$ cat src/design/bvm_pkg.sv
// bvm_pkg: shared types and constants of the balance and velocity motor loop
// holds the configuration register set, register index codes and reset values
// no dependencies
`default_nettype none

package bvm_pkg;

    localparam int TERM_W   = 24;
    localparam int DUTY_W   = 16;
    localparam int GAIN_W   = 24;
    localparam int ANGLE_W  = 17;
    localparam int RATE_W   = 16;
    localparam int COUNT_W  = 16;
    localparam int TARGET_W = 11;
    localparam int CFG_IDX_W  = 3;
    localparam int CFG_DATA_W = 24;

    // speed integral limits and its register width
    localparam int SPEED_INT_W = 15;
    localparam int SPEED_INT_LIM = 10000;

    // reciprocal of 20 in 0.16 form, exact for target magnitudes up to 1024
    localparam int RECIP20 = 3277;
    localparam int RECIP20_SHIFT = 16;

    typedef enum logic [CFG_IDX_W-1:0] {
        REG_SPEED_GAIN     = 3'd0,
        REG_SPEED_INT_GAIN = 3'd1,
        REG_TILT_GAIN      = 3'd2,
        REG_TILT_RATE_GAIN = 3'd3,
        REG_TILT_INT_GAIN  = 3'd4,
        REG_BALANCE_OFFSET = 3'd5,
        REG_DUTY_CAP       = 3'd6
    } reg_idx_t;

    typedef struct packed {
        logic signed [GAIN_W-1:0]  speed_gain;
        logic signed [GAIN_W-1:0]  speed_int_gain_base;
        logic signed [GAIN_W-1:0]  tilt_gain;
        logic signed [GAIN_W-1:0]  tilt_rate_gain;
        logic signed [GAIN_W-1:0]  tilt_int_gain;
        logic signed [ANGLE_W-1:0] balance_offset;
        logic        [DUTY_W-1:0]  duty_cap;
    } gains_t;

    // control of the front stage: load the operand register, advance the integrators
    typedef struct packed {
        logic load;
        logic step;
    } front_ctrl_t;

    localparam logic signed [GAIN_W-1:0]  RST_SPEED_GAIN     = 24'sd3840;
    localparam logic signed [GAIN_W-1:0]  RST_SPEED_INT_GAIN = 24'sd2099;
    localparam logic signed [GAIN_W-1:0]  RST_TILT_GAIN      = -24'sd35840;
    localparam logic signed [GAIN_W-1:0]  RST_TILT_RATE_GAIN = 24'sd26;
    localparam logic signed [GAIN_W-1:0]  RST_TILT_INT_GAIN  = -24'sd512;
    localparam logic signed [ANGLE_W-1:0] RST_BALANCE_OFFSET = 17'sd0;
    localparam logic        [DUTY_W-1:0]  RST_DUTY_CAP       = 16'd1000;

endpackage

`default_nettype wire

$ cat src/design/bvm_drive.sv
// bvm_drive: averages the two terms and forms direction and duty per wheel
// result register of the pipeline; uses bvm_pkg for widths
`default_nettype none

module bvm_drive (
    input  wire logic                                  clk,
    input  wire logic                                  load,
    input  wire logic        [bvm_pkg::DUTY_W-1:0]     duty_cap,
    input  wire logic signed [bvm_pkg::TERM_W-1:0]     tilt_term,
    input  wire logic signed [bvm_pkg::TERM_W-1:0]     speed_term,
    output logic                                       motor_a_reverse_reg,
    output logic        [bvm_pkg::DUTY_W-1:0]          motor_a_duty_reg,
    output logic                                       motor_b_reverse_reg,
    output logic        [bvm_pkg::DUTY_W-1:0]          motor_b_duty_reg,
    output logic signed [bvm_pkg::TERM_W-1:0]          tilt_term_reg,
    output logic signed [bvm_pkg::TERM_W-1:0]          speed_term_reg
);

    logic signed [bvm_pkg::TERM_W:0]   mix;
    logic signed [bvm_pkg::TERM_W:0]   mix_adj;
    logic signed [bvm_pkg::TERM_W-1:0] avg;
    logic        [bvm_pkg::TERM_W-1:0] mag;
    logic        [bvm_pkg::DUTY_W-1:0] duty;

    // mean rounds toward zero; wheel b takes the negation so shares the magnitude
    always_comb
    begin
        mix     = (bvm_pkg::TERM_W+1)'(tilt_term) + (bvm_pkg::TERM_W+1)'(speed_term);
        mix_adj = mix + $signed({{bvm_pkg::TERM_W{1'b0}}, mix[bvm_pkg::TERM_W]});
        avg     = bvm_pkg::TERM_W'(mix_adj >>> 1);
        mag     = avg[bvm_pkg::TERM_W-1] ? bvm_pkg::TERM_W'(-avg) : bvm_pkg::TERM_W'(avg);
        duty    = (mag > bvm_pkg::TERM_W'(duty_cap)) ? duty_cap : mag[bvm_pkg::DUTY_W-1:0];
    end

    always_ff @(posedge clk)
    begin
        if (load)
        begin
            motor_a_reverse_reg <= avg[bvm_pkg::TERM_W-1];
            motor_a_duty_reg    <= duty;
            motor_b_reverse_reg <= !avg[bvm_pkg::TERM_W-1] && (avg != '0);
            motor_b_duty_reg    <= duty;
            tilt_term_reg       <= tilt_term;
            speed_term_reg      <= speed_term;
        end
    end

endmodule

`default_nettype wire

$ cat config.mk
export PLATFORM = sky130hd
export DESIGN_NAME = bvm_drive
export DESIGN_NICKNAME = d
export VERILOG_FILES = /design/src/design/bvm_pkg.sv /design/src/design/bvm_drive.sv
export SDC_FILE = /design/constraint.sdc
export NUM_CORES = 1
export LEC_CHECK = 0
export BUFFER_PORTS_ARGS = -buffer_cell sky130_fd_sc_hd__buf_4
export CAP_MARGIN = 0
export CORE_MARGIN = 8
export CORE_UTILIZATION = 55
export DETAILED_ROUTE_END_ITERATION = 8
export PLACE_DENSITY = 0.82
export SLEW_MARGIN = 5
export SYNTH_ARGS = -nofsm -noshare
export SYNTH_HDL_FRONTEND = slang
export SYNTH_SLANG_ARGS = --single-unit
$ cat constraint.sdc
create_clock -name clk -period 7.6 [get_ports clk]
set_input_delay 0.38 -clock clk [delete_from_list [all_inputs] [get_ports clk]]
set_output_delay 0.38 -clock clk [all_outputs]
set_load 0.01 [all_outputs]
Word-level counts from Yosys, hierarchy flattened
Index checks and enable logic that the tools add are counted.
Widths: inputs -> output; s select.
{ "word_totals": {"regBits": 66, "inputBits": 66, "out_inout_bits": 82, "elab_cells": 14} }
{ "op_classes": {"addsub": 3, "order_cmp": 1, "mux": 2, "reduce_logical": 3} }
{ "op_table": {"columns": ["operator", "n"], "rows": [
  ["$add 24x24->25", 1],
  ["$add 25x2->25", 1],
  ["$gt 24x16->1", 1],
  ["$mux 24", 1],
  ["$neg 24->24", 1],
  ["$reduce_bool 24->1", 1],
  ["$mux 16", 1],
  ["$logic_and 1x1->1", 1],
  ["$logic_not 1->1", 1]
]} }

Longest topological paths before layout
{ "logic_depth": {"depth_word": 6, "depth_mapped": 36, "ltp_nobuf": 34} }

Worst setup path before layout
OpenSTA, ideal clock, no wires.
{ "synth_timing": {"kind": "input to register", "from": "in tilt_term[0] in the netlist's numbering", "to": "reg motor_b_duty_reg[10] in the netlist's numbering, data pin", "setup_time_ns": 0.260, "t_arrival_ns": 6.655, "required_ns": 7.340, "slack_ns": 0.685, "cell_stages": 36, "path_buffers": 2, "path_cell_list": "ha_1 -> inv_1 -> fa_1 -> nand2b_1 -> a21o_1 -> a21o_1 -> a31oi_4 -> or2_2 -> nand2_1 -> and2_1 -> ha_1 -> and2_1 -> and4_1 -> nand4_1 -> or3_1 -> nor2_1 -> nand4_1 -> nand2_1 -> clkbuf_1 -> nor2_1 -> a21oi_1 -> ha_1 -> nor2b_1 -> o21a_1 -> o21a_1 -> o21a_1 -> o21a_1 -> o211ai_1 -> a211oi_1 -> o21ai_0 -> nand4_1 -> nor4_1 -> nand4_1 -> a211oi_4 -> buf_8 -> mux2_4"} }
{ "synth_between": {"elab_chain_cells": 6} }
{ "synth_rtl": {"columns": ["element", "line_no", "rtl"], "rows": [
  ["start: declaration", "bvm_drive.sv:9", "input wire logic signed [bvm_pkg::TERM_W-1:0] tilt_term,"],
  ["$add 24x24->25 (*)", "bvm_drive.sv:28", "mix = (bvm_pkg::TERM_W+1)'(tilt_term) + (bvm_pkg::TERM_W+1)'(speed_term);"],
  ["$add 25x2->25 (*)", "bvm_drive.sv:29", "mix_adj = mix + $signed({{bvm_pkg::TERM_W{1'b0}}, mix[bvm_pkg::TERM_W]});"],
  ["$neg 24->24", "bvm_drive.sv:31", "mag = avg[bvm_pkg::TERM_W-1] ? bvm_pkg::TERM_W'(-avg) : bvm_pkg::TERM_W'(avg);"],
  ["$mux 24 (*)", "bvm_drive.sv:31", null],
  ["$gt 24x16->1", "bvm_drive.sv:32", "duty = (mag > bvm_pkg::TERM_W'(duty_cap)) ? duty_cap : mag[bvm_pkg::DUTY_W-1:0];"],
  ["$mux 16 (*)", "bvm_drive.sv:32", null],
  ["named net duty, one bit", "bvm_drive.sv:23", "logic [bvm_pkg::DUTY_W-1:0] duty;"],
  ["end signal: assignment", "bvm_drive.sv:42", "motor_b_duty_reg <= duty;"],
  ["end: declaration", "bvm_drive.sv:14", "output logic [bvm_pkg::DUTY_W-1:0] motor_b_duty_reg,"]
]} }
Mark *: on every way through the listed nets, which the timed path passes. The rest lies on a longest branch.
A chain may end at the register's enable or synchronous reset.

Worst setup path in the final report
{ "layout_timing": {"from": "in tilt_term[6] in the netlist's numbering", "to": "reg motor_b_duty_reg[0] in the netlist's numbering, data pin"} }
The elaborated chain is that of the path after synthesis.

==> key figures <==
Detailed routing
  – Routed Antenna Nets: 0
  – Initial DRC Count: 339
  – DR pass1 iterations: 5
  – Vias: 5443
  – # DRC: 0
  – DR vias/cell: 6.06
  – Wirelength, routed: 16700 um
  – Drt wl/cell: 18.6 um

Synthesis
  – Synthesized area per cell: 9.73 sq um
  – Post-synth top flop: edfxtp_1
  – Syn. warnings: 0
  – EDFF count, synth: 66
  – Number of synthesized register bits: 66
  – Synth Cell Area: 6020 sq um
  – Synth async-reset ratio: 0
  – Post-Syn Nets: 728
  – Register area share after synthesis: 0.329
  – Post-Syn Instances: 619
  – Synth cell types: 86

Power and ir drop
  – PD cells: 187 nW/um^2
  – Seq pwr share: 0.321
  – Worst VDD drop: 0.118 mV
  – NetSw: 0.512 mW
  – Logic pwr share: 0.434
  – Switch share: 0.370
  – Internal power: 0.873 mW
  – Clk network pwr share: 0.244
  – Leak pwr: 3.06 nW

Layout
  – Footprint of the multi-input gates: 3710 sq um
  – P&R area growth vs syn: 22.8%
  – Nets: 862
  – Layout Utilization: 0.688
  – Fill cell count: 863
  – Most common cell after layout, fill and taps aside: buf_4
  – Sequential cell area: 1980 sq um
  – Diodes inserted: 0
  – Layout cells sized above 1: 0.302
  – Commonest cells after routing, fill and taps aside: 157 x buf_4, 66 x edfxtp_1, 41 x nand2_1, 41 x ha_1, 39 x nor2_1

Status
  – Status: complete, no violations

GRT
  – Initial antenna violation count: 0
  – Number of global-route vias before repair: 5483
  – Grt total ovfl: 0
  – First-pass GRT wire length: 27000 um
  – Total track usage: 0.226
  – Largest net degree at the start of global routing: 67

Worst setup path
  – CP endpoint kind: flop
  – Top delay family on crit path: simple AND/OR/NAND/NOR gates
  – Crit-path max FO: 16
  – Cell mode on critical path: o21a_1
  – CP required: 7.71 ns
  – Startpoint Class: input pin
  – Critical path class: in -> reg
  – WP data arrival: 7.30 ns
  – Crit path largest cell delay: 0.42 ns
  – Worst Path Buf+Inv: 2
  – CP max stage cell: ha_1

Timing
  – Final TNS setup: 0 ns
  – Tcrit/Tclk final: 0.945
  – Worst-Margin Slew: 0.841 ns
  – Slew Viols, Final: 0
  – Endpoints failing hold: 0
  – RSZ-0062 raised after global routing: no
  – Highest achievable clock rate: 139 MHz
  – Endpoints failing setup: 0
  – Fin crit period: 7.18 ns
  – Relative slew slack: 0.439

Clock network
  – H-tree levels: 3
  – Clk buf depth: 2
  – CTS tree: done
  – Clock slew at reported path FFs: 0.08 ns
  – Setup Buffers After CTS: 0
  – CTS sink count: 66
  – CTS Buf Count: 9
  – Hold_buf cts: 0
  – Root Buffer Master: clkbuf_8

Die
  – Die Area: 14600 sq um
  – IO Count: 148
  – # rows: 38
  – Die Span Y: 121 um
  – Core area: 10700 sq um
  – Die span in x: 121 um
  – Starting Density: 0.560

Placement
  – IO Port Bufs: 147
  – GP Congestion: 0.935
  – Hpwl dp: 13500 um

Worst hold path
  – HP Class: in -> reg

Run
  – Max Cap Viol: 0
[power by group through the flow]
stage               logic [mW]  registers, mW  clock network (mW)
CTS                      0.596          0.446               0.341
finish                   0.602          0.445               0.338
global route             0.656          0.448               0.357
detailed placement       0.593          0.453                   0
global placement         0.570          0.452                   0
floorplan                0.380          0.469                   0
[metrics by stage]
stage               instance area [sq um]  setup slack, ns  power (mW)  hold WS [ns]  cells
detailed placement                   7170           0.0153        1.05         0.571    882
floorplan                            6020            0.685       0.849         0.479    619
finish                               7390            0.418        1.38         0.199    898
global route                         7390          0.00681        1.46         0.187    898
CTS                                  7390            0.368        1.38         0.192    898
global placement                     7170            0.159        1.02         0.570    882
[cell families (layout without fill, tap and decap cells)]
logic type               Yosys count  count (layout)  synth area share
multiplexers                      17              17            0.0378
buffers and inverters             64             203            0.0557
flip-flops                        66              66             0.329
XOR/XNOR                          40              40            0.0582
AO/OA/AOI/OAI                    163             163             0.205
AND/OR/NAND/NOR                  226             226             0.224
adder cells (fa/ha/maj)           43              43            0.0906
[final timing paths]
path                     startpoint                            end  depth (start not counted)
worst min-delay path  speed_term[4]    speed_term_reg[4]$_DFFE_PP_                          1
worst max-delay path   tilt_term[6]  motor_b_duty_reg[0]$_DFFE_PP_                         34
[cells in the mapped netlist (all sizes together), types with 4 or more instances]
cell type,count,share of area
buf,32,0.036
xnor2,28,0.041
a21o,18,0.022
and3,10,0.011
or3,13,0.014
mux2,16,0.036
or4,4,0.0062
nand2,42,0.027
and4,7,0.011
nand2b,6,0.0062
nor3b,4,0.0050
nor2b,4,0.0042
nor4,12,0.017
nor2,40,0.025
a211o,5,0.0073
o31ai,4,0.0081
xor2,12,0.017
inv,29,0.018
a21oi,35,0.031
a211oi,16,0.025
nor3,14,0.012
a31oi,7,0.0098
edfxtp,66,0.33
o21ai,19,0.016
o21a,11,0.014
and2,12,0.012
o211ai,13,0.018
o21bai,6,0.0075
nand4,24,0.026
ha,42,0.087
nand3,16,0.014
nor4b,7,0.013
or2,4,0.0042
[per-layer routing]
layer	vias up	routed length (um)	global-route usage
met3	28	1160	0.0601
li1	2636	-	-
met5	-	0	0
met2	193	8320	0.399
met1	2586	6980	0.263
met4	0	276	0.0648
[area by class of cell]
class,instances,share of cell area
clock buffers,10,0.0173
clock inverters,6,0.0122
inverters,29,0.0147
multi-input cells,489,0.502
flip-flops and latches,66,0.268
well taps,140,0.0237
repair buffers,158,0.162
[timing repair]
action | 4_1_cts | 5_1_grt
endpoints found under the hold margin | 0 | 0
resized for setup | 0 | 3
endpoints found under the setup margin | 0 | 16
Power figures use the tool's default switching activity.
