`src/design/bvm_pkg.sv`:
```
// bvm_pkg: shared types and constants of the balance and velocity motor loop
// holds the configuration register set, register index codes and reset values
// no dependencies
`default_nettype none

package bvm_pkg;

    localparam int TERM_W   = 24;
    localparam int DUTY_W   = 16;
    localparam int GAIN_W   = 24;
    localparam int ANGLE_W  = 17;
    localparam int RATE_W   = 16;
    localparam int COUNT_W  = 16;
    localparam int TARGET_W = 11;
    localparam int CFG_IDX_W  = 3;
    localparam int CFG_DATA_W = 24;

    // speed integral limits and its register width
    localparam int SPEED_INT_W = 15;
    localparam int SPEED_INT_LIM = 10000;

    // reciprocal of 20 in 0.16 form, exact for target magnitudes up to 1024
    localparam int RECIP20 = 3277;
    localparam int RECIP20_SHIFT = 16;

    typedef enum logic [CFG_IDX_W-1:0] {
        REG_SPEED_GAIN     = 3'd0,
        REG_SPEED_INT_GAIN = 3'd1,
        REG_TILT_GAIN      = 3'd2,
        REG_TILT_RATE_GAIN = 3'd3,
        REG_TILT_INT_GAIN  = 3'd4,
        REG_BALANCE_OFFSET = 3'd5,
        REG_DUTY_CAP       = 3'd6
    } reg_idx_t;

    typedef struct packed {
        logic signed [GAIN_W-1:0]  speed_gain;
        logic signed [GAIN_W-1:0]  speed_int_gain_base;
        logic signed [GAIN_W-1:0]  tilt_gain;
        logic signed [GAIN_W-1:0]  tilt_rate_gain;
        logic signed [GAIN_W-1:0]  tilt_int_gain;
        logic signed [ANGLE_W-1:0] balance_offset;
        logic        [DUTY_W-1:0]  duty_cap;
    } gains_t;

    // control of the front stage: load the operand register, advance the integrators
    typedef struct packed {
        logic load;
        logic step;
    } front_ctrl_t;

    localparam logic signed [GAIN_W-1:0]  RST_SPEED_GAIN     = 24'sd3840;
    localparam logic signed [GAIN_W-1:0]  RST_SPEED_INT_GAIN = 24'sd2099;
    localparam logic signed [GAIN_W-1:0]  RST_TILT_GAIN      = -24'sd35840;
    localparam logic signed [GAIN_W-1:0]  RST_TILT_RATE_GAIN = 24'sd26;
    localparam logic signed [GAIN_W-1:0]  RST_TILT_INT_GAIN  = -24'sd512;
    localparam logic signed [ANGLE_W-1:0] RST_BALANCE_OFFSET = 17'sd0;
    localparam logic        [DUTY_W-1:0]  RST_DUTY_CAP       = 16'd1000;

endpackage

`default_nettype wire

```
`src/design/bvm_terms.sv`:
```
// bvm_terms: scales the products back, sums each term and saturates to 24 bits
// uses bvm_pkg for the term width
`default_nettype none

module bvm_terms #(
    parameter int FRAC_BITS = 8
) (
    input  wire logic                                  clk,
    input  wire logic                                  load,
    input  wire logic signed [17+24-1:0]               p_speed,
    input  wire logic signed [bvm_pkg::SPEED_INT_W+((FRAC_BITS+7) > 24 ? (FRAC_BITS+7) : 24):0]
                                                       p_speed_int,
    input  wire logic signed [18+24-1:0]               p_tilt,
    input  wire logic signed [16+24-1:0]               p_rate,
    input  wire logic signed [((FRAC_BITS+12) > 19 ? (FRAC_BITS+12) : 19)+24-1:0] p_tilt_int,
    output logic signed [bvm_pkg::TERM_W-1:0]          tilt_term_reg,
    output logic signed [bvm_pkg::TERM_W-1:0]          speed_term_reg
);

    localparam int KI_W = ((FRAC_BITS + 7) > 24 ? (FRAC_BITS + 7) : 24) + 1;
    localparam int TI_W = (FRAC_BITS + 12) > 19 ? (FRAC_BITS + 12) : 19;
    localparam int P2_W = bvm_pkg::SPEED_INT_W + KI_W;
    localparam int P5_W = TI_W + bvm_pkg::GAIN_W;
    localparam int PMAX_A = P2_W > P5_W ? P2_W : P5_W;
    localparam int EXT_W = (PMAX_A > 42 ? PMAX_A : 42) + 1;
    localparam int SUM_W = EXT_W + 2;
    localparam logic signed [SUM_W-1:0] T_MAX = SUM_W'(8388607);
    localparam logic signed [SUM_W-1:0] T_MIN = SUM_W'(-8388608);

    // divide by 2^k rounding toward zero
    function automatic logic signed [EXT_W-1:0] trunc_shift(
        input logic signed [EXT_W-1:0] p,
        input int unsigned             k
    );
        logic signed [EXT_W-1:0] mag;
        mag = (p < 0) ? ((-p) >>> k) : (p >>> k);
        return (p < 0) ? -mag : mag;
    endfunction

    function automatic logic signed [bvm_pkg::TERM_W-1:0] sat_term(
        input logic signed [SUM_W-1:0] s
    );
        logic signed [SUM_W-1:0] c;
        if (s > T_MAX)
            c = T_MAX;
        else if (s < T_MIN)
            c = T_MIN;
        else
            c = s;
        return bvm_pkg::TERM_W'(c);
    endfunction

    logic signed [SUM_W-1:0] speed_sum;
    logic signed [SUM_W-1:0] tilt_sum;

    always_comb
    begin
        speed_sum = SUM_W'(trunc_shift(EXT_W'(p_speed), FRAC_BITS))
                  + SUM_W'(trunc_shift(EXT_W'(p_speed_int), FRAC_BITS));
        tilt_sum  = SUM_W'(trunc_shift(EXT_W'(p_tilt), 2 * FRAC_BITS))
                  + SUM_W'(trunc_shift(EXT_W'(p_rate), FRAC_BITS))
                  + SUM_W'(trunc_shift(EXT_W'(p_tilt_int), 2 * FRAC_BITS));
    end

    always_ff @(posedge clk)
    begin
        if (load)
        begin
            speed_term_reg <= sat_term(speed_sum);
            tilt_term_reg  <= sat_term(tilt_sum);
        end
    end

endmodule

`default_nettype wire

```
`config.mk`:
```
export PLATFORM = sky130hd
export DESIGN_NAME = bvm_terms
export DESIGN_NICKNAME = d
export VERILOG_FILES = /design/src/design/bvm_pkg.sv /design/src/design/bvm_terms.sv
export SDC_FILE = /design/constraint.sdc
export NUM_CORES = 1
export LEC_CHECK = 0
export CORE_MARGIN = 2
export CORE_UTILIZATION = 27
export CTS_CLUSTER_SIZE = 28
export DETAILED_ROUTE_END_ITERATION = 8
export DONT_BUFFER_PORTS = 1
export PLACE_DENSITY = 0.43
export SYNTH_ARGS = -nofsm -noshare
export SYNTH_HDL_FRONTEND = slang
export SYNTH_SLANG_ARGS = --single-unit
```
`constraint.sdc`:
```
create_clock -name clk -period 19.6 [get_ports clk]
set_input_delay 1.96 -clock clk [delete_from_list [all_inputs] [get_ports clk]]
set_output_delay 1.96 -clock clk [all_outputs]
set_load 0.02 [all_outputs]
```
# Yosys cells after proc, flatten, opt, wreduce, memory -nomap -nowiden
# Cells that the tools add are included.
dict set report word_totals {
  mem_bits_rw 0
  word_cells 36
  out_inout_bits 48
  register_bits 48
  latch_bits 0
  rom_bits 0
  input_bits 209
  n_memories 0
}
dict set report op_classes {
  n_bitwise 0
  div 0
  n_mux 12
  mul 0
  n_eq_ne 0
  add_sub_neg 13
  n_shift 0
  magnitude_cmp 9
  reduce_logical 0
}
# op n
set ops {}
lappend ops {{$mux 45} 10}
lappend ops {{$neg 45->45} 5}
lappend ops {{$add 45x45->46} 2}
lappend ops {{$neg 40->45} 2}
lappend ops {{$lt 40x1->1 const B} 2}
lappend ops {{$mux 24} 2}
lappend ops {{$add 46x45->47} 1}
lappend ops {{$gt 47x24->1 const B} 1}
lappend ops {{$lt 47x24->1 const B} 1}
lappend ops {{$gt 46x24->1 const B} 1}
lappend ops {{$lt 46x24->1 const B} 1}
lappend ops {{$neg 41->45} 1}
lappend ops {{$neg 42->45} 1}
lappend ops {{$neg 44->45} 1}
lappend ops {{$lt 44x1->1 const B} 1}
lappend ops {{$lt 42x1->1 const B} 1}
lappend ops {{$lt 41x1->1 const B} 1}

# Logic depth before layout (Yosys ltp)
dict set report depth {
  word_depth 8
  mapped_depth 30
  ltp_nobuf 27
}

# Worst setup path after synthesis
# OpenSTA, ideal clock, no wires.
dict set report synth_timing {
  path_kind {input to register}
  from {in p_tilt_int[43] (netlist name)}
  to {reg tilt_term_reg[6] (netlist name) (data pin)}
  arrival_time_ns 8.275
  path_stages 30
  t_required_ns 19.455
  slack_ns 11.180
  n_path_buf 6
  setup_ns 0.145
  path_cell_list {clkbuf_1 clkbuf_1 clkbuf_1 nand2_1 xor2_1 ha_1 and2_1 clkbuf_1 o211ai_1 or3_1 a21oi_1 mux2i_1 nand2_1 xor2_1 fa_1 inv_1 ha_1 buf_2 a21oi_1 o21ai_0 nor4b_1 a211o_1 nor2_1 xnor2_1 nor4bb_1 nand4_1 or4_1 o31a_1 buf_2 o21ai_1}
}
dict set report synth_via {
  elab_chain_cells 7
}
# item line_no
set synth_lines {}
lappend synth_lines {{start: declaration} bvm_terms.sv:15} ;# input wire logic signed [((FRAC_BITS+12) > 19 ? (FRAC_BITS+12) : 19)+24-1:0] p_tilt_int,
lappend synth_lines {{$neg 44->45 / $lt 44x1->1 (equally long branches)} {bvm_terms.sv:36, bvm_terms.sv:37}}
lappend synth_lines {{$mux 45} bvm_terms.sv:36} ;# mag = (p < 0) ? ((-p) >>> k) : (p >>> k);
lappend synth_lines {{$neg 45->45} bvm_terms.sv:37} ;# return (p < 0) ? -mag : mag;
lappend synth_lines {{$mux 45 (*)} bvm_terms.sv:37}
lappend synth_lines {{$add 46x45->47 (*)} bvm_terms.sv:62} ;# + SUM_W'(trunc_shift(EXT_W'(p_tilt_int), 2 * FRAC_BITS));
lappend synth_lines {{$lt 47x24->1} bvm_terms.sv:46} ;# else if (s < T_MIN)
lappend synth_lines {{$mux 24} bvm_terms.sv:46}
lappend synth_lines {{end signal: assignment} bvm_terms.sv:70} ;# tilt_term_reg <= sat_term(tilt_sum);
lappend synth_lines {{end: declaration} bvm_terms.sv:16} ;# output logic signed [bvm_pkg::TERM_W-1:0] tilt_term_reg,
# Mark *: on every way between the ends. The rest lies on a longest branch, timed or not.
# A chain may end at the register's enable or synchronous reset.

# Worst setup path after layout
dict set report layout_timing {
  from {in p_rate[2]}
  to {reg tilt_term_reg[17] (netlist name) (data pin)}
}
dict set report layout_via {
  elab_chain_cells 8
}
# item line_no
set layout_lines {}
lappend layout_lines {{start: declaration} bvm_terms.sv:14} ;# input wire logic signed [16+24-1:0] p_rate,
lappend layout_lines {{$neg 40->45 / $lt 40x1->1 (equally long branches)} {bvm_terms.sv:36, bvm_terms.sv:37}}
lappend layout_lines {{$mux 45} bvm_terms.sv:36}
lappend layout_lines {{$neg 45->45} bvm_terms.sv:37}
lappend layout_lines {{$mux 45 (*)} bvm_terms.sv:37}
lappend layout_lines {{$add 45x45->46 (*)} bvm_terms.sv:61} ;# + SUM_W'(trunc_shift(EXT_W'(p_rate), FRAC_BITS))
lappend layout_lines {{$add 46x45->47 (*)} bvm_terms.sv:62}
lappend layout_lines {{$lt 47x24->1} bvm_terms.sv:46}
lappend layout_lines {{$mux 24} bvm_terms.sv:46}
# Marks and branches as above.

==> qor.csv <==
stage;metric;value;unit
run_status;outcome;completed;
layout;final_cells;2711;
synth;synth_warnings;0;
sta;finalHoldViolations;0;
sta;finalCritPeriodShare;49.6;%
floorplan;die_area;56600;sq um
synth;ys_seq_area_share;9.75;%
floorplan;start_util;27.4;%
place;portBuffers;0;
power_and_ir_drop;p_per_area;50.8;nW/um^2
critical_path;worstPathRequired;19.74;ns
critical_path;cp-start-kind;input port;
sta;max_freq;0.103;GHz
cts;cts_buffers;5;
power_and_ir_drop;leakage;0.00547;uW
flow_run;max-cap-violations;0;
cts;holdBufCountCts;0;
min_path;hp-class;in -> reg;
critical_path;crit_type;in -> reg;
sta;setup_slack;9.88;ns
sta;finalSetupTns;0;ns
route;num_vias;15000;
critical_path;crit_fanout;23;
layout;n_antenna_cell;0;
cts;cts_setup_buffers;0;
layout;drive_gt1_share;3.82;%
grt;overflow;0;
floorplan;die_x;238;um
place;place_congestion;0.880;
sta;finalMaxSlewViolations;0;
grt;grt_max_degree;53;
cts;root_buffer;clkbuf_16;
synth;synth_edf_count;48;
critical_path;cp.arrival;9.86;ns
grt;grtUsageTotal;18.1;%
synth;synthTopCellsByArea;edfxtp_1 (9.8%), xnor2_1 (8.5%), ha_1 (8.0%);
power_and_ir_drop;peakVddDrop;0.0264;mV
cts;clk_pin_slew_worst_paths;0.07;ns
layout;area_delta_synth_final;4.61;%
cts;clkSinkCount;48;
route;route.detailed.drc;0;
route;drt_iter0_drc;976;
cts;htree_levels;2;
route;viasPerCell;5.52;
floorplan;die_y;238;um
floorplan;coreArea;53900;sq um
cts;cts_tree;yes;
sta;setup_violations;0;
grt;grt_pass1_wl;83200;um
cts;post_cts_resized;0;
floorplan;num_rows;85;
synth;ys_types;87;
cts;clockBufferDepth;2;
synth;synth_nets;2454;
place;place_inst;2703;
grt;antenna_found_initial;0;
route;drtAntennaViolNets;0;
synth;avgSynthCellArea;7.03;sq um
sta;worst_pin_slew;0.985;ns
route;dr.pass1.iters;5;
sta;grt_setup_unrepaired;false;
synth;ys_seq_elements;48;
place;pre_cts_slack;9.49;ns
floorplan;ios;257;
synth;synth.top_cell.area_share;9.75;%
sta;period_needed;9.72;ns
synth;synth-main-ff-cell;edfxtp_1;
synth;async_reset_ff_share;0;%
synth;synth_cells;2103;
layout;nNetsFinal;2365;
route;routedWlPerCell;19.3;um
sta;hold_ws;1.77;ns
synth;netlist_area;14800;sq um
synth;yosysTopAreaCell;edfxtp_1;
place;dpl.hpwl;44700;um
route;wirelength;52400;um
sta;slew_headroom;33.7;%
grt;grt_pass1_vias;14800;
critical_path;cp-end-kind;flop;
Yosys cell counts (all sizes together) (31+ instances only):
library cell / instances
a21oi: 127
nor3: 52
a31oi: 31
nor4: 46
fa: 47
ha: 95
clkbuf: 75
xnor2: 143
edfxtp: 48
nand3: 79
nand4: 60
inv: 130
nand2: 253
xor2: 115
nor2: 174
o21ai: 199
stage by stage:
| step | area, sq um | total power [uW] | util, % |
|---|---|---|---|
| global route | 15500 | 859 | 28.7 |
| floorplan | 14800 | 561 | - |
| CTS | 15500 | 792 | 28.7 |
| finish | 15500 | 786 | 28.7 |
| global placement | 15300 | 689 | 28.4 |
| detailed placement | 15300 | 689 | 28.4 |
worst paths after layout:
kind	cells past startpoint	slack, ns	end	start
worst max-delay path	23	9.88	tilt_term_reg[17]$_SDFFCE_PN1P_	p_rate[2]
worst min-delay path	0	1.77	tilt_term_reg[1]$_SDFFCE_PN1P_	load
logic make-up after synthesis:
| family | after synthesis | share of synthesized area (%) |
|---|---|---|
| flip-flops | 48 | 9.75 |
| adder cells (fa/ha/maj) | 142 | 14.4 |
| XOR/XNOR | 258 | 15.3 |
| multiplexers | 31 | 2.17 |
| AND/OR/NAND/NOR | 828 | 28.1 |
| AO/OA/AOI/OAI | 564 | 24.2 |
| buffers and inverters | 232 | 6.13 |
where the power goes:
group          internal, uW  switching, uW  total [uW]  leakage [uW]
combinational           190            306         496       0.00492
clock                  60.1           39.8        99.9     0.0000808
sequential              145           45.1         190      0.000476
critical path, stage by stage:
cell and delay [ns]:
nor4_1 0.60, nand4_1 0.59, or4_4 0.76, a211o_1 0.33
a21oi_2 0.27, nand2_1 0.27, nor4_2 0.37, nand3_1 0.14
xor2_1 0.17, fa_1 0.52, inv_1 0.05, ha_1 0.46
nand2_1 0.17, nor4_1 0.65, inv_1 0.09, o211ai_1 0.37
nor2_1 0.14, xnor2_1 0.21, nor4bb_1 0.29, nand4_1 0.12
or4_1 0.51, o31a_1 0.56, o21ai_1 0.25
metal layers:
metal	vias to the layer above	part of all wire, %	global-route usage (%)
li1	7425	-	-
met3	25	6.8	3.57
met4	0	0.87	2.31
met1	7098	45	23.7
met5	-	0	0
met2	424	47	31.4
layout make-up:
type	count	area, sq um
Clock buffer	6	129
Clock inverter	2	35.0
Fill cell	5881	38500
Inverter	130	488
Multi-Input combinational cell	1823	12500
Sequential cell	48	1440
Tap cell	696	871
Timing Repair Buffer	6	45.0
layout by cell type (no fill, tap or decap), drive strengths merged, types with 20 or more instances in the layout:
cell type    n
nand2      253
o21ai      199
nor2       174
xnor2      143
inv        130
a21oi      127
xor2       115
ha          95
nand3       79
nand4       60
nor3        52
edfxtp      48
fa          47
nor4        46
a31oi       31
or3         30
and3        27
mux2i       23
a211oi      22
o21a        21
or2         20
o41ai       20
(Power assumes the default switching activity.)
