===== src/design/bvm_pkg.sv =====
// bvm_pkg: shared types and constants of the balance and velocity motor loop
// holds the configuration register set, register index codes and reset values
// no dependencies
`default_nettype none

package bvm_pkg;

    localparam int TERM_W   = 24;
    localparam int DUTY_W   = 16;
    localparam int GAIN_W   = 24;
    localparam int ANGLE_W  = 17;
    localparam int RATE_W   = 16;
    localparam int COUNT_W  = 16;
    localparam int TARGET_W = 11;
    localparam int CFG_IDX_W  = 3;
    localparam int CFG_DATA_W = 24;

    // speed integral limits and its register width
    localparam int SPEED_INT_W = 15;
    localparam int SPEED_INT_LIM = 10000;

    // reciprocal of 20 in 0.16 form, exact for target magnitudes up to 1024
    localparam int RECIP20 = 3277;
    localparam int RECIP20_SHIFT = 16;

    typedef enum logic [CFG_IDX_W-1:0] {
        REG_SPEED_GAIN     = 3'd0,
        REG_SPEED_INT_GAIN = 3'd1,
        REG_TILT_GAIN      = 3'd2,
        REG_TILT_RATE_GAIN = 3'd3,
        REG_TILT_INT_GAIN  = 3'd4,
        REG_BALANCE_OFFSET = 3'd5,
        REG_DUTY_CAP       = 3'd6
    } reg_idx_t;

    typedef struct packed {
        logic signed [GAIN_W-1:0]  speed_gain;
        logic signed [GAIN_W-1:0]  speed_int_gain_base;
        logic signed [GAIN_W-1:0]  tilt_gain;
        logic signed [GAIN_W-1:0]  tilt_rate_gain;
        logic signed [GAIN_W-1:0]  tilt_int_gain;
        logic signed [ANGLE_W-1:0] balance_offset;
        logic        [DUTY_W-1:0]  duty_cap;
    } gains_t;

    // control of the front stage: load the operand register, advance the integrators
    typedef struct packed {
        logic load;
        logic step;
    } front_ctrl_t;

    localparam logic signed [GAIN_W-1:0]  RST_SPEED_GAIN     = 24'sd3840;
    localparam logic signed [GAIN_W-1:0]  RST_SPEED_INT_GAIN = 24'sd2099;
    localparam logic signed [GAIN_W-1:0]  RST_TILT_GAIN      = -24'sd35840;
    localparam logic signed [GAIN_W-1:0]  RST_TILT_RATE_GAIN = 24'sd26;
    localparam logic signed [GAIN_W-1:0]  RST_TILT_INT_GAIN  = -24'sd512;
    localparam logic signed [ANGLE_W-1:0] RST_BALANCE_OFFSET = 17'sd0;
    localparam logic        [DUTY_W-1:0]  RST_DUTY_CAP       = 16'd1000;

endpackage

`default_nettype wire


===== src/design/bvm_front.sv =====
// bvm_front: error terms, integrator updates and gain scheduling
// holds both integrator registers and the operand register; uses bvm_pkg
`default_nettype none

module bvm_front #(
    parameter int FRAC_BITS = 8
) (
    input  wire logic                                  clk,
    input  wire logic                                  rst_n,
    input  wire bvm_pkg::front_ctrl_t                  ctrl,
    input  wire bvm_pkg::gains_t                       gains,
    input  wire logic signed [bvm_pkg::ANGLE_W-1:0]    pitch_angle,
    input  wire logic signed [bvm_pkg::RATE_W-1:0]     pitch_rate,
    input  wire logic        [bvm_pkg::COUNT_W-1:0]    wheel_a_count,
    input  wire logic        [bvm_pkg::COUNT_W-1:0]    wheel_b_count,
    input  wire logic signed [bvm_pkg::TARGET_W-1:0]   speed_target,
    output logic signed [17-1:0]                       err_v_reg,
    output logic signed [bvm_pkg::SPEED_INT_W-1:0]     speed_int_reg,
    output logic signed [((FRAC_BITS+7) > 24 ? (FRAC_BITS+7) : 24):0] ki_v_reg,
    output logic signed [18-1:0]                       bias_reg,
    output logic signed [bvm_pkg::RATE_W-1:0]          rate_reg,
    output logic signed [((FRAC_BITS+12) > 19 ? (FRAC_BITS+12) : 19)-1:0] tilt_int_reg
);

    localparam int KI_W = ((FRAC_BITS + 7) > 24 ? (FRAC_BITS + 7) : 24) + 1;
    localparam int TI_W = (FRAC_BITS + 12) > 19 ? (FRAC_BITS + 12) : 19;
    localparam int LIM_T = 1000 * (1 << FRAC_BITS);
    localparam logic signed [TI_W-1:0] TI_MAX = TI_W'(LIM_T);
    localparam logic signed [TI_W-1:0] TI_MIN = -TI_W'(LIM_T);
    localparam logic signed [17:0] SI_MAX = 18'(bvm_pkg::SPEED_INT_LIM);
    localparam logic signed [17:0] SI_MIN = -18'(bvm_pkg::SPEED_INT_LIM);

    logic signed [bvm_pkg::SPEED_INT_W-1:0] speed_integral_reg;
    logic signed [bvm_pkg::SPEED_INT_W-1:0] speed_integral_next;
    logic signed [TI_W-1:0]                 tilt_integral_reg;
    logic signed [TI_W-1:0]                 tilt_integral_next;

    logic signed [16:0] enc_sum;
    logic signed [16:0] enc_adj;
    logic signed [15:0] enc_mean;
    logic signed [16:0] err_v;
    logic signed [17:0] si_sum;
    logic        [10:0] t_mag;
    logic        [22:0] q_prod;
    logic        [6:0]  q_mag;
    logic signed [7:0]  q_s;
    logic signed [KI_W-1:0] ki_v;
    logic signed [17:0] bias;
    logic signed [TI_W-1:0] ti_held;

    // velocity error: counts read as signed deltas, mean rounds toward zero
    always_comb
    begin
        enc_sum  = 17'($signed(wheel_a_count)) + 17'($signed(wheel_b_count));
        enc_adj  = enc_sum + $signed({16'd0, enc_sum[16]});
        enc_mean = 16'(enc_adj >>> 1);
        err_v    = 17'(speed_target) - 17'(enc_mean);
        si_sum   = 18'(speed_integral_reg) + 18'(err_v);
        if (si_sum > SI_MAX)
            speed_integral_next = bvm_pkg::SPEED_INT_W'(SI_MAX);
        else if (si_sum < SI_MIN)
            speed_integral_next = bvm_pkg::SPEED_INT_W'(SI_MIN);
        else
            speed_integral_next = bvm_pkg::SPEED_INT_W'(si_sum);
    end

    // integral gain falls by target/20 whole units, quotient toward zero
    always_comb
    begin
        t_mag  = speed_target[10] ? 11'(-speed_target) : 11'(speed_target);
        q_prod = 23'(t_mag) * 23'(bvm_pkg::RECIP20);
        q_mag  = q_prod[bvm_pkg::RECIP20_SHIFT +: 7];
        q_s    = speed_target[10] ? -$signed({1'b0, q_mag}) : $signed({1'b0, q_mag});
        ki_v   = KI_W'(gains.speed_int_gain_base) - (KI_W'(q_s) <<< FRAC_BITS);
    end

    // angle integral is limited before the new error goes in
    always_comb
    begin
        bias = 18'(gains.balance_offset) - 18'(pitch_angle);
        if (tilt_integral_reg > TI_MAX)
            ti_held = TI_MAX;
        else if (tilt_integral_reg < TI_MIN)
            ti_held = TI_MIN;
        else
            ti_held = tilt_integral_reg;
        tilt_integral_next = ti_held + TI_W'(bias);
    end

    always_ff @(posedge clk or negedge rst_n)
    begin
        if (!rst_n)
        begin
            speed_integral_reg <= '0;
            tilt_integral_reg  <= '0;
        end
        else if (ctrl.step)
        begin
            speed_integral_reg <= speed_integral_next;
            tilt_integral_reg  <= tilt_integral_next;
        end
    end

    always_ff @(posedge clk)
    begin
        if (ctrl.load)
        begin
            err_v_reg     <= err_v;
            speed_int_reg <= speed_integral_next;
            ki_v_reg      <= ki_v;
            bias_reg      <= bias;
            rate_reg      <= pitch_rate;
            tilt_int_reg  <= tilt_integral_next;
        end
    end

endmodule

`default_nettype wire


===== config.mk =====
export PLATFORM = sky130hd
export DESIGN_NAME = bvm_front
export DESIGN_NICKNAME = d
export VERILOG_FILES = /design/src/design/bvm_pkg.sv /design/src/design/bvm_front.sv
export SDC_FILE = /design/constraint.sdc
export NUM_CORES = 1
export LEC_CHECK = 0
export ABC_AREA = 1
export ABC_CLOCK_PERIOD_IN_PS = 6200
export BUFFER_PORTS_ARGS = -buffer_cell sky130_fd_sc_hd__buf_2
export CAP_MARGIN = 20
export CORE_ASPECT_RATIO = 1.25
export CORE_UTILIZATION = 37
export DETAILED_ROUTE_END_ITERATION = 10
export HOLD_SLACK_MARGIN = 0.06
export MAX_ROUTING_LAYER = met4
export SYNTH_ARGS = -nofsm -noshare
export SYNTH_HDL_FRONTEND = slang
export SYNTH_SLANG_ARGS = --single-unit

===== constraint.sdc =====
create_clock -name clk -period 6.2 [get_ports clk]
set_input_delay 1.24 -clock clk [delete_from_list [all_inputs] [get_ports clk]]
set_output_delay 1.24 -clock clk [all_outputs]
set_load 0.1 [all_outputs]

Word level (Yosys, flattened, before mapping)
Index checks and enable logic that the tools add are counted.
{"block": "totals", "reg_bits": 146, "latchBits": 0, "mem_bits_rw": 0, "mem_bits_ro": 0, "input_bits": 233, "output_inout_bits": 111, "word_cells": 28, "n_memories": 0}
{"block": "classes", "addsub": 9, "n_mul": 1, "div": 0, "order_cmp": 4, "n_eq_ne": 0, "n_shift": 0, "muxes": 6, "bitwise_logic": 0, "reduce_logical": 0}
{"op": "20-bit 2-to-1 mux", "n": 2}
{"op": "15-bit 2-to-1 mux", "n": 2}
{"op": "24-bit by 16-bit subtractor with 25-bit output", "n": 1}
{"op": "11-bit by 12-bit multiplier with 23-bit output, second input constant", "n": 1}
{"op": "20-bit by 18-bit adder with 20-bit output", "n": 1}
{"op": "20-bit by 19-bit greater-than comparator with 1-bit output, second input constant", "n": 1}
{"op": "20-bit by 19-bit < comparator with 1-bit output, second input constant", "n": 1}
{"op": "15-bit by 17-bit adder with 18-bit output", "n": 1}
{"op": "18-bit by 15-bit greater-than comparator with 1-bit output, second input constant", "n": 1}
{"op": "18-bit by 15-bit < comparator with 1-bit output, second input constant", "n": 1}
{"op": "17-bit by 17-bit subtractor with 18-bit output", "n": 1}
{"op": "16-bit by 16-bit adder with 17-bit output", "n": 1}
{"op": "17-bit by 2-bit adder with 17-bit output", "n": 1}
{"op": "11-bit by 16-bit subtractor with 17-bit output", "n": 1}
{"op": "11-bit 2-to-1 mux", "n": 1}
{"op": "11-bit negator", "n": 1}
{"op": "8-bit 2-to-1 mux", "n": 1}
{"op": "7-bit negator with 8-bit output", "n": 1}

Longest topological paths before layout
Gate-level depths: netlist of the first run.
{"block": "depth", "ltp_word": 7, "ltp_mapped": 53, "depth_no_buf": 53}

Worst setup path before layout of the first run
No wires, ideal clock.
{"block": "synth_path", "kind": "input to register", "start": "input speed_target[0] in the netlist's numbering", "end": "register ki_v_reg[22] in the netlist's numbering (data pin)", "setup_ns": 0.267, "arrival_ns": 8.061, "required_ns": 5.933, "path_slack_ns": -2.128, "cell_stages": 34, "n_path_buf": 0, "cell_sequence": "inv_1 ha_1 inv_1 nor3_1 inv_1 nor2_1 inv_1 nor4_1 ha_1 fa_1 inv_1 fa_1 fa_1 fa_1 inv_1 ha_1 a21o_1 a21oi_1 o21a_1 nand3b_1 nand2_1 nand3_1 nor2_1 nand3_1 o21ai_0 ha_1 nand2_1 nor2_1 nand2_1 o211ai_1 a21boi_0 o21ai_0 a31oi_1 xor2_1"}
{"block": "synth_between", "elab_chain_cells": 6}
{"item": "from (decl)", "line_no": "bvm_front.sv:16", "rtl": "input wire logic signed [bvm_pkg::TARGET_W-1:0] speed_target,"}
{"item": "11-bit negator", "line_no": "bvm_front.sv:70", "rtl": "t_mag = speed_target[10] ? 11'(-speed_target) : 11'(speed_target);"}
{"item": "11-bit 2-to-1 mux (*)", "line_no": "bvm_front.sv:70"}
{"item": "11-bit by 12-bit multiplier with 23-bit output (*)", "line_no": "bvm_front.sv:71", "rtl": "q_prod = 23'(t_mag) * 23'(bvm_pkg::RECIP20);"}
{"item": "7-bit negator with 8-bit output", "line_no": "bvm_front.sv:73", "rtl": "q_s = speed_target[10] ? -$signed({1'b0, q_mag}) : $signed({1'b0, q_mag});"}
{"item": "8-bit 2-to-1 mux (*)", "line_no": "bvm_front.sv:73"}
{"item": "24-bit by 16-bit subtractor with 25-bit output (*)", "line_no": "bvm_front.sv:74", "rtl": "ki_v = KI_W'(gains.speed_int_gain_base) - (KI_W'(q_s) <<< FRAC_BITS);"}
{"item": "net ki_v[22]", "line_no": "bvm_front.sv:47", "rtl": "logic signed [KI_W-1:0] ki_v;"}
{"item": "to (signal assigned)", "line_no": "bvm_front.sv:110", "rtl": "ki_v_reg <= ki_v;"}
{"item": "to (decl)", "line_no": "bvm_front.sv:19", "rtl": "output logic signed [((FRAC_BITS+7) > 24 ? (FRAC_BITS+7) : 24):0] ki_v_reg,"}
Mark *: on every way through the listed nets, which the timed path passes. The rest lies on a longest branch.
A chain may end at the register's enable or synchronous reset.

Worst setup path after layout of the first run
{"block": "layout_path", "start": "input speed_target[0] in the netlist's numbering", "end": "register ki_v_reg[24] in the netlist's numbering (data pin)"}
The elaborated chain is that of the path after synthesis.

==> flow_summary_export.csv, run 1 <==
group,metric,value,unit
detailed_routing,first_pass_iters,5,
clock_tree,root_buffer,"clkbuf_16",
synthesis,avgSynthCellArea,7.79,um2
worst_hold_path,hold_class,"flip-flop to flip-flop",
synthesis,yosysSeqAreaShare,0.309,
synthesis,async_flop_share,0.240,
grt,grt_pass1_wl,66.0,mm
sta,clock.fmax,133,MHz
clock_tree,clk_latency,0.45,ns
critical_path,r2r_setup_slack,1.84,ns
place,port-buffer-count,231,
critical_path,cp.arrival,7.79,ns
grt,grt_use_total,0.228,
floorplan,fp.dieW,174,um
final_layout,fillers,3390,
synthesis,synthFlopType,"edfxtp_1",
place,hpwl,33.8,mm
final_layout,largest_reg_flops,25,
sta,setup-violations-final,44,
synthesis,synth_edf_count,111,
critical_path,slowest_delay,0.57,ns
floorplan,rows,78,
grt,antenna_found_initial,0,
final_layout,drive_above_1_share,0.368,
clock_tree,cts_tree,"done",
detailed_routing,antenna_left,0,
floorplan,core,36300,um2
critical_path,cp.required,6.49,ns
floorplan,die-area,37600,um2
synthesis,syn_nets,2187,
detailed_routing,routed_wl,41.3,mm
sta,hold_violations,0,
critical_path,endpoint_kind,"flip-flop",
sta,relSlewSlack,0.361,
sta,fin_crit,7.49,ns
run,drv_cap,0,
place,pre_cts_slack,-1.92,ns
final_layout,area_delta_synth_final,45.9,%
grt,grt_max_degree,68,
synthesis,syn_area,13600,um2
synthesis,synth_cell_types,50,
sta,max_slew.worst_pin.slew,0.958,ns
detailed_routing,vias_per_cell,4.81,
synthesis,synth.ff_latch_count,146,
critical_path,critPathMaxFanout,3,
detailed_routing,drc_errors,0,
clock_tree,clk_path_buf_depth,2,
sta,post-route-period-util,1.21,
synthesis,syn_inst,1749,
clock_tree,hold_buffers,0,
floorplan,die_h,217,um
grt,grt_pass1_vias,14000,
status,violations,"setup timing",
final_layout,n_antenna_cell,0,
critical_path,crit_type,"input port to flip-flop",
sta,drv_slew,0,
clock_tree,cts_buffers,17,
final_layout,fin_nets,2777,
status,status,"complete, but fails checks",
critical_path,cp-start-kind,"input port",
clock_tree,clkSinkCount,146,
grt,grt_overflow,0,
clock_tree,cts.reportedPaths.clkPinSlew,0.07,ns
sta,finClkSkew,0.00906,ns
detailed_routing,wire_per_inst,14.6,um
floorplan,start_util,0.375,
critical_path,slowest_stage,"fa_1",
clock_tree,htree_levels,4,
sta,rsz0062_at_grt,"true",
synthesis,ys.warnings.count,0,
detailed_routing,drt_iter0_markers,600,
place,gp_congestion,0.915,
sta,worst_slack,-1.29,ns
detailed_routing,vias,13600,
floorplan,pin_count,344,
logic make-up (layout without fill, tap and decap cells):
family          after synthesis  count (layout)  share of synthesized area
buf+inv                     318             920                     0.0894
compound gates              225             225                     0.0909
xor+xnor                     96              96                     0.0623
simple gates                759             760                      0.240
flops                       146             146                      0.309
fa+ha+maj                   205             205                      0.208
cell type report:
class                   instances  area [um2]  share of cell area
well taps                     480         601              0.0302
inverters                     303        1140              0.0576
flip-flops and latches        146        4210               0.212
multi-input cells            1286        9380               0.472
repair buffers                585        3930               0.198
clock inverters                15         186             0.00938
clock buffers                  17         425              0.0214
synth_stat cells, types with 7 or more instances:
cell type,instances,area [um2]
nor2_1,105,394
o21ai_0,73,365
ha_1,169,2110
fa_1,36,721
a31oi_1,11,68.8
nor2_2,9,56.3
a21oi_1,103,515
nand3_1,109,546
nor3_1,19,95.1
and2_1,7,43.8
dfrtp_1,35,876
inv_1,300,1130
clkbuf_1,8,30.0
a21o_1,11,82.6
nor4_1,7,43.8
nand2_2,9,56.3
xnor2_1,30,263
xor2_1,65,569
edfxtp_1,111,3330
nand2_1,443,1660
nand4_1,29,181
layout by cell type, fill, tap and decap left out, drive strengths merged, types with 36 or more instances in the layout:
master,n
buf,585
nand2,456
inv,308
ha,169
nand3,115
nor2,114
edfxtp,111
a21oi,104
o21ai,77
xor2,66
fa,36
path summary, 6_finish.rpt:
| check | cells after the start | start | endpoint |
|---|---|---|---|
| setup / recovery | 39 | speed_target[0] | ki_v_reg[24]$_DFFE_PP_ |
| min in group asynchronous | 1 | rst_n | tilt_integral_reg[0]$_DFFE_PN0P_ |
| setup reg to reg | 14 | tilt_integral_reg[0]$_DFFE_PN0P_ | tilt_int_reg[15]$_DFFE_PP_ |
| hold reg to reg | 2 | speed_integral_reg[0]$_DFFE_PN0P_ | speed_integral_reg[0]$_DFFE_PN0P_ |
| max in group asynchronous | 1 | rst_n | tilt_integral_reg[16]$_DFFE_PN0P_ |
| hold / removal | 2 | speed_integral_reg[0]$_DFFE_PN0P_ | speed_integral_reg[0]$_DFFE_PN0P_ |
timing repair:
action,in CTS,in global routing
setup buffers,32,15
setup endpoints to repair,46,46
gates cloned,1,0
pin swaps,53,107
resized for setup,93,116
metal layers:
metal,part of all wire,up-vias,global-route usage
met5,0,-,-
li1,-,6922,-
met3,0.040,82,0.0337
met1,0.38,6296,0.231
met2,0.54,326,0.436
met4,0.034,0,0.0898
per-stage QoR:
stage	instance area [um2]	utilization	std cells	hold slack, ns	TNS, ns
floorplan	14000	-	1749	0.448	-17.13
global placement	18000	0.496	2754	0.481	-52.64
detailed placement	18000	0.496	2754	0.481	-56.09
CTS	19300	0.531	2818	0.496	-19.84
global route	19900	0.547	2832	0.539	-41.66
finish	19900	0.547	2832	0.499	-25.17
critical path, delay by kind of cell:
family                   cells  cell delay [ns]
buffers and inverters        9             0.70
AND/OR/NAND/NOR             10             0.81
AO/OA/AOI/OAI                9             1.45
adder cells (fa/ha/maj)      9             3.31
XOR/XNOR                     2             0.25
Power of run 1 is left out: the tool's default activity adds up to more than one toggle a clock period on the data nets, which glitch-free logic cannot reach.
==> run 2: changes to the inputs <==
--- a/config.mk
+++ b/config.mk
@@ -7,11 +7,11 @@
 export LEC_CHECK = 0
 export ABC_AREA = 1
 export ABC_CLOCK_PERIOD_IN_PS = 6200
-export BUFFER_PORTS_ARGS = -buffer_cell sky130_fd_sc_hd__buf_2
 export CAP_MARGIN = 20
 export CORE_ASPECT_RATIO = 1.25
 export CORE_UTILIZATION = 37
 export DETAILED_ROUTE_END_ITERATION = 10
+export DONT_BUFFER_PORTS = 1
 export HOLD_SLACK_MARGIN = 0.06
 export MAX_ROUTING_LAYER = met4
 export SYNTH_ARGS = -nofsm -noshare
==> flow_summary_export.csv, run 2 (synthesized netlist as in run 1, its figures left out) <==
group,metric,value,unit
critical_path,endpoint_kind,"flip-flop",
sta,post-route-period-util,1.20,
floorplan,pin_count,344,
critical_path,crit_type,"input port to flip-flop",
final_layout,finalInstanceArea,18900,um2
sta,relSlewSlack,0.339,
place,pre_cts_slack,-1.83,ns
critical_path,cp.required,6.39,ns
grt,grt_pass1_wl,63.1,mm
place,hpwl,31.7,mm
grt,grt_use_total,0.218,
grt,grt_pass1_vias,13300,
floorplan,core,36300,um2
sta,final.setup.tns,-20.19,ns
critical_path,crit_top_cell,"inv_2",
grt,grt_max_degree,112,
detailed_routing,vias_per_cell,4.93,
detailed_routing,antenna_left,0,
final_layout,drive_above_1_share,0.321,
sta,drv_slew,0,
detailed_routing,wire_per_inst,15.2,um
clock_tree,clkSinkCount,146,
clock_tree,cts_tree,"done",
floorplan,die-area,37600,um2
floorplan,die_h,217,um
grt,grt_overflow,0,
grt,antenna_found_initial,2,
clock_tree,htree_levels,4,
critical_path,cp.arrival,7.62,ns
final_layout,largest_reg_flops,25,
sta,setup-violations-final,44,
detailed_routing,drc_errors,0,
final_layout,area_delta_synth_final,39.0,%
critical_path,cp-start-kind,"input port",
critical_path,critPathMaxFanout,5,
detailed_routing,first_pass_iters,5,
place,gp_congestion,0.886,
detailed_routing,drt_iter0_markers,447,
sta,finClkSkew,0.00860,ns
run,drv_cap,0,
status,status,"complete, but fails checks",
place,port-buffer-count,0,
clock_tree,cts.reportedPaths.clkPinSlew,0.07,ns
place,dpl_cell_area,16700,um2
sta,worst_slack,-1.23,ns
floorplan,fp.dieW,174,um
floorplan,rows,78,
clock_tree,root_buffer,"clkbuf_16",
final_layout,fin_nets,2542,
sta,rsz0062_at_grt,"true",
sta,clock.fmax,135,MHz
clock_tree,clk_path_buf_depth,2,
final_layout,layout_commonest_cell,"nand2_1",
sta,hold_violations,0,
clock_tree,clk_latency,0.43,ns
final_layout,layout_common_cells,"nand2_1, buf_4, inv_1",
critical_path,slowest_stage,"fa_1",
worst_hold_path,hold_class,"input port to asynchronous set/reset pin",
clock_tree,cts_buffers,17,
critical_path,slowest_delay,0.59,ns
sta,fin_crit,7.43,ns
detailed_routing,vias,12800,
sta,max_slew.worst_pin.slew,0.994,ns
detailed_routing,routed_wl,39.6,mm
floorplan,start_util,0.375,
clock_tree,hold_buffers,0,
status,violations,"setup timing",
## run 2: path summary, 6_finish.rpt
path,startpoint,slack (ns),end,cells after the start
max,speed_target[0],-1.23,ki_v_reg[24]$_DFFE_PP_,42
min reg2reg,tilt_integral_reg[16]$_DFFE_PN0P_,0.51,tilt_integral_reg[16]$_DFFE_PN0P_,2
max in group asynchronous,rst_n,5.61,tilt_integral_reg[17]$_DFFE_PN0P_,0
max reg2reg,tilt_integral_reg[0]$_DFFE_PN0P_,2.05,tilt_int_reg[15]$_DFFE_PP_,16
min,rst_n,0.49,tilt_integral_reg[0]$_DFFE_PN0P_,0
min in group clk,tilt_integral_reg[16]$_DFFE_PN0P_,0.51,tilt_integral_reg[16]$_DFFE_PN0P_,2
## run 2: timing repair
action	in CTS	in global routing
pin swaps	83	83
hold endpoints to repair	0	0
buffers inserted	47	22
endpoints found under the setup margin	44	46
resized for setup	148	112
cloned	1	0
## run 2: metrics by stage
| step | hold WS (ns) | cells | utilization |
|---|---|---|---|
| after floorplan | 0.448 | 1749 | - |
| after detailed placement | 0.491 | 2503 | 0.460 |
| after global routing | 0.473 | 2599 | 0.521 |
| after global placement | 0.480 | 2503 | 0.460 |
| final | 0.494 | 2599 | 0.521 |
| after CTS | 0.476 | 2579 | 0.505 |
## run 2: routing by layer
| layer | GRT usage | vias up | routed length, um |
|---|---|---|---|
| li1 | - | 6449 | - |
| met3 | 0.0547 | 97 | 2200 |
| met2 | 0.418 | 306 | 21600 |
| met1 | 0.205 | 5972 | 14300 |
| met4 | 0.0871 | 0 | 1530 |
| met5 | - | - | 0 |
## run 2: critical path: cells and delay by family
family	cells	cell delay, ns
fa+ha+maj	9	3.26
buf+inv	9	0.53
compound gates	6	0.89
simple gates	16	1.39
xor+xnor	2	0.30
## run 2: cell type report
class | count | area (um2)
Tap cell | 480 | 601
Multi-Input combinational cell | 1285 | 9640
Antenna cell | 2 | 5.00
Inverter | 303 | 1150
Sequential cell | 146 | 4210
Timing Repair Buffer | 351 | 2720
Clock inverter | 11 | 115
Clock buffer | 21 | 492
Fill cell | 3393 | 17400
Power of run 2 is left out for the same reason.
==> run 3: changes to the inputs <==
--- a/config.mk
+++ b/config.mk
@@ -10,10 +10,12 @@
 export CAP_MARGIN = 20
 export CORE_ASPECT_RATIO = 1.25
 export CORE_UTILIZATION = 37
+export CTS_CLUSTER_DIAMETER = 200
 export DETAILED_ROUTE_END_ITERATION = 10
 export DONT_BUFFER_PORTS = 1
 export HOLD_SLACK_MARGIN = 0.06
 export MAX_ROUTING_LAYER = met4
+export SETUP_SLACK_MARGIN = 0.1
 export SYNTH_ARGS = -nofsm -noshare
 export SYNTH_HDL_FRONTEND = slang
 export SYNTH_SLANG_ARGS = --single-unit
==> flow_summary_export.csv, run 3 (synthesized netlist as in run 1, its figures left out) <==
group,metric,value,unit
place,port-buffer-count,0,
clock_tree,cts_buffers,17,
sta,clock.fmax,136,MHz
sta,rsz0062_at_grt,"true",
grt,grt_pass1_vias,13600,
place,place_inst,2502,
place,pre_cts_slack,-1.77,ns
detailed_routing,vias,12800,
clock_tree,hold_buffers,0,
critical_path,cp.arrival,7.55,ns
clock_tree,htree_levels,4,
critical_path,endpoint_kind,"flip-flop",
place,gp_congestion,0.905,
detailed_routing,vias_per_cell,4.90,
final_layout,drive_above_1_share,0.338,
detailed_routing,wire_per_inst,15.6,um
final_layout,fin_nets,2561,
final_layout,finalNonFillerCells,2618,
final_layout,area_delta_synth_final,41.4,%
clock_tree,cts_tree,"done",
grt,grt_use_total,0.222,
critical_path,critPathMaxFanout,5,
final_layout,utilization,0.531,
place,hpwl,31.9,mm
clock_tree,clk_latency,0.43,ns
sta,relSlewSlack,0.331,
status,violations,"setup timing",
final_layout,layout_common_cells,"nand2_1, buf_4, inv_1",
detailed_routing,drt_iter0_markers,494,
sta,post-route-period-util,1.19,
critical_path,crit_type,"input port to flip-flop",
final_layout,largest_reg_flops,25,
sta,max_slew.worst_pin.slew,1.00,ns
critical_path,crit_top_cell,"nand2_1",
critical_path,slowest_stage,"fa_1",
final_layout,layout_commonest_cell,"nand2_1",
sta,drv_slew,0,
floorplan,core,36300,um2
sta,hold_violations,0,
sta,setup-violations-final,44,
run,drv_cap,0,
status,status,"complete, but fails checks",
sta,fin_crit,7.36,ns
sta,worst_slack,-1.16,ns
detailed_routing,met2_length,22.5,mm
critical_path,cp-start-kind,"input port",
floorplan,die_h,217,um
floorplan,fp.dieW,174,um
floorplan,start_util,0.375,
clock_tree,root_buffer,"clkbuf_16",
critical_path,slowest_delay,0.59,ns
clock_tree,clkSinkCount,146,
worst_hold_path,hold_class,"flip-flop to flip-flop",
floorplan,pin_count,344,
floorplan,rows,78,
detailed_routing,highest_layer,"met4",
grt,grt_max_degree,112,
grt,grt_pass1_wl,64.1,mm
floorplan,die-area,37600,um2
grt,antenna_found_initial,1,
sta,finClkSkew,0.00794,ns
critical_path,cp.required,6.39,ns
grt,grt_overflow,0,
detailed_routing,wl_met1,14.7,mm
detailed_routing,routed_wl,40.8,mm
detailed_routing,met3_wirelength,2.19,mm
detailed_routing,antenna_left,0,
detailed_routing,drc_errors,0,
clock_tree,cts.reportedPaths.clkPinSlew,0.07,ns
detailed_routing,first_pass_iters,5,
clock_tree,clk_path_buf_depth,2,
run 3: cell type report:
type	instances	area [um2]
Clock inverter	15	171
Clock buffer	17	425
Sequential cell	146	4210
Inverter	303	1160
Fill cell	3347	17000
Antenna cell	2	5.00
Multi-Input combinational cell	1286	9790
Timing Repair Buffer	369	2910
Tap cell	480	601
run 3: worst max-delay path: cells and delay by family:
kind            cells  cell delay [ns]
fa+ha+maj           9             3.16
compound gates      5             0.88
simple gates       18             1.38
xor+xnor            2             0.29
buf+inv             9             0.59
run 3: final timing paths:
| check | start | endpoint | slack [ns] | depth (start not counted) |
|---|---|---|---|---|
| worst max-delay path | speed_target[0] | ki_v_reg[23]$_DFFE_PP_ | -1.16 | 43 |
| worst min-delay path | speed_integral_reg[0]$_DFFE_PN0P_ | speed_integral_reg[0]$_DFFE_PN0P_ | 0.49 | 2 |
| worst min register to register | speed_integral_reg[0]$_DFFE_PN0P_ | speed_integral_reg[0]$_DFFE_PN0P_ | 0.49 | 2 |
| worst max register to register | tilt_integral_reg[0]$_DFFE_PN0P_ | tilt_int_reg[15]$_DFFE_PP_ | 1.99 | 14 |
| max in group asynchronous | rst_n | speed_integral_reg[13]$_DFFE_PN0P_ | 5.61 | 0 |
| min in group asynchronous | rst_n | tilt_integral_reg[0]$_DFFE_PN0P_ | 0.50 | 0 |
run 3: stage by stage:
| step | cell area (um2) | hold WS (ns) | setup TNS [ns] |
|---|---|---|---|
| detailed placement | 16700 | 0.477 | -49.02 |
| floorplan | 14000 | 0.448 | -17.20 |
| CTS | 18600 | 0.473 | -16.51 |
| finish | 19300 | 0.495 | -21.03 |
| global route | 19300 | 0.474 | -36.56 |
| global placement | 16700 | 0.479 | -46.83 |
run 3: per-layer routing:
| metal | GRT usage | vias up |
|---|---|---|
| met5 | - | - |
| met4 | 0.0953 | 0 |
| met3 | 0.0511 | 90 |
| met2 | 0.431 | 308 |
| met1 | 0.205 | 5929 |
| li1 | - | 6490 |
run 3: timing repair:
action | 4_1_cts | 5_1_grt
cloned | 2 | 0
pin swaps | 118 | 75
endpoints found under the hold margin | 0 | 0
gates resized for setup | 171 | 129
endpoints found under the setup margin | 46 | 46
setup buffers | 63 | 18
Power of run 3 is left out for the same reason.
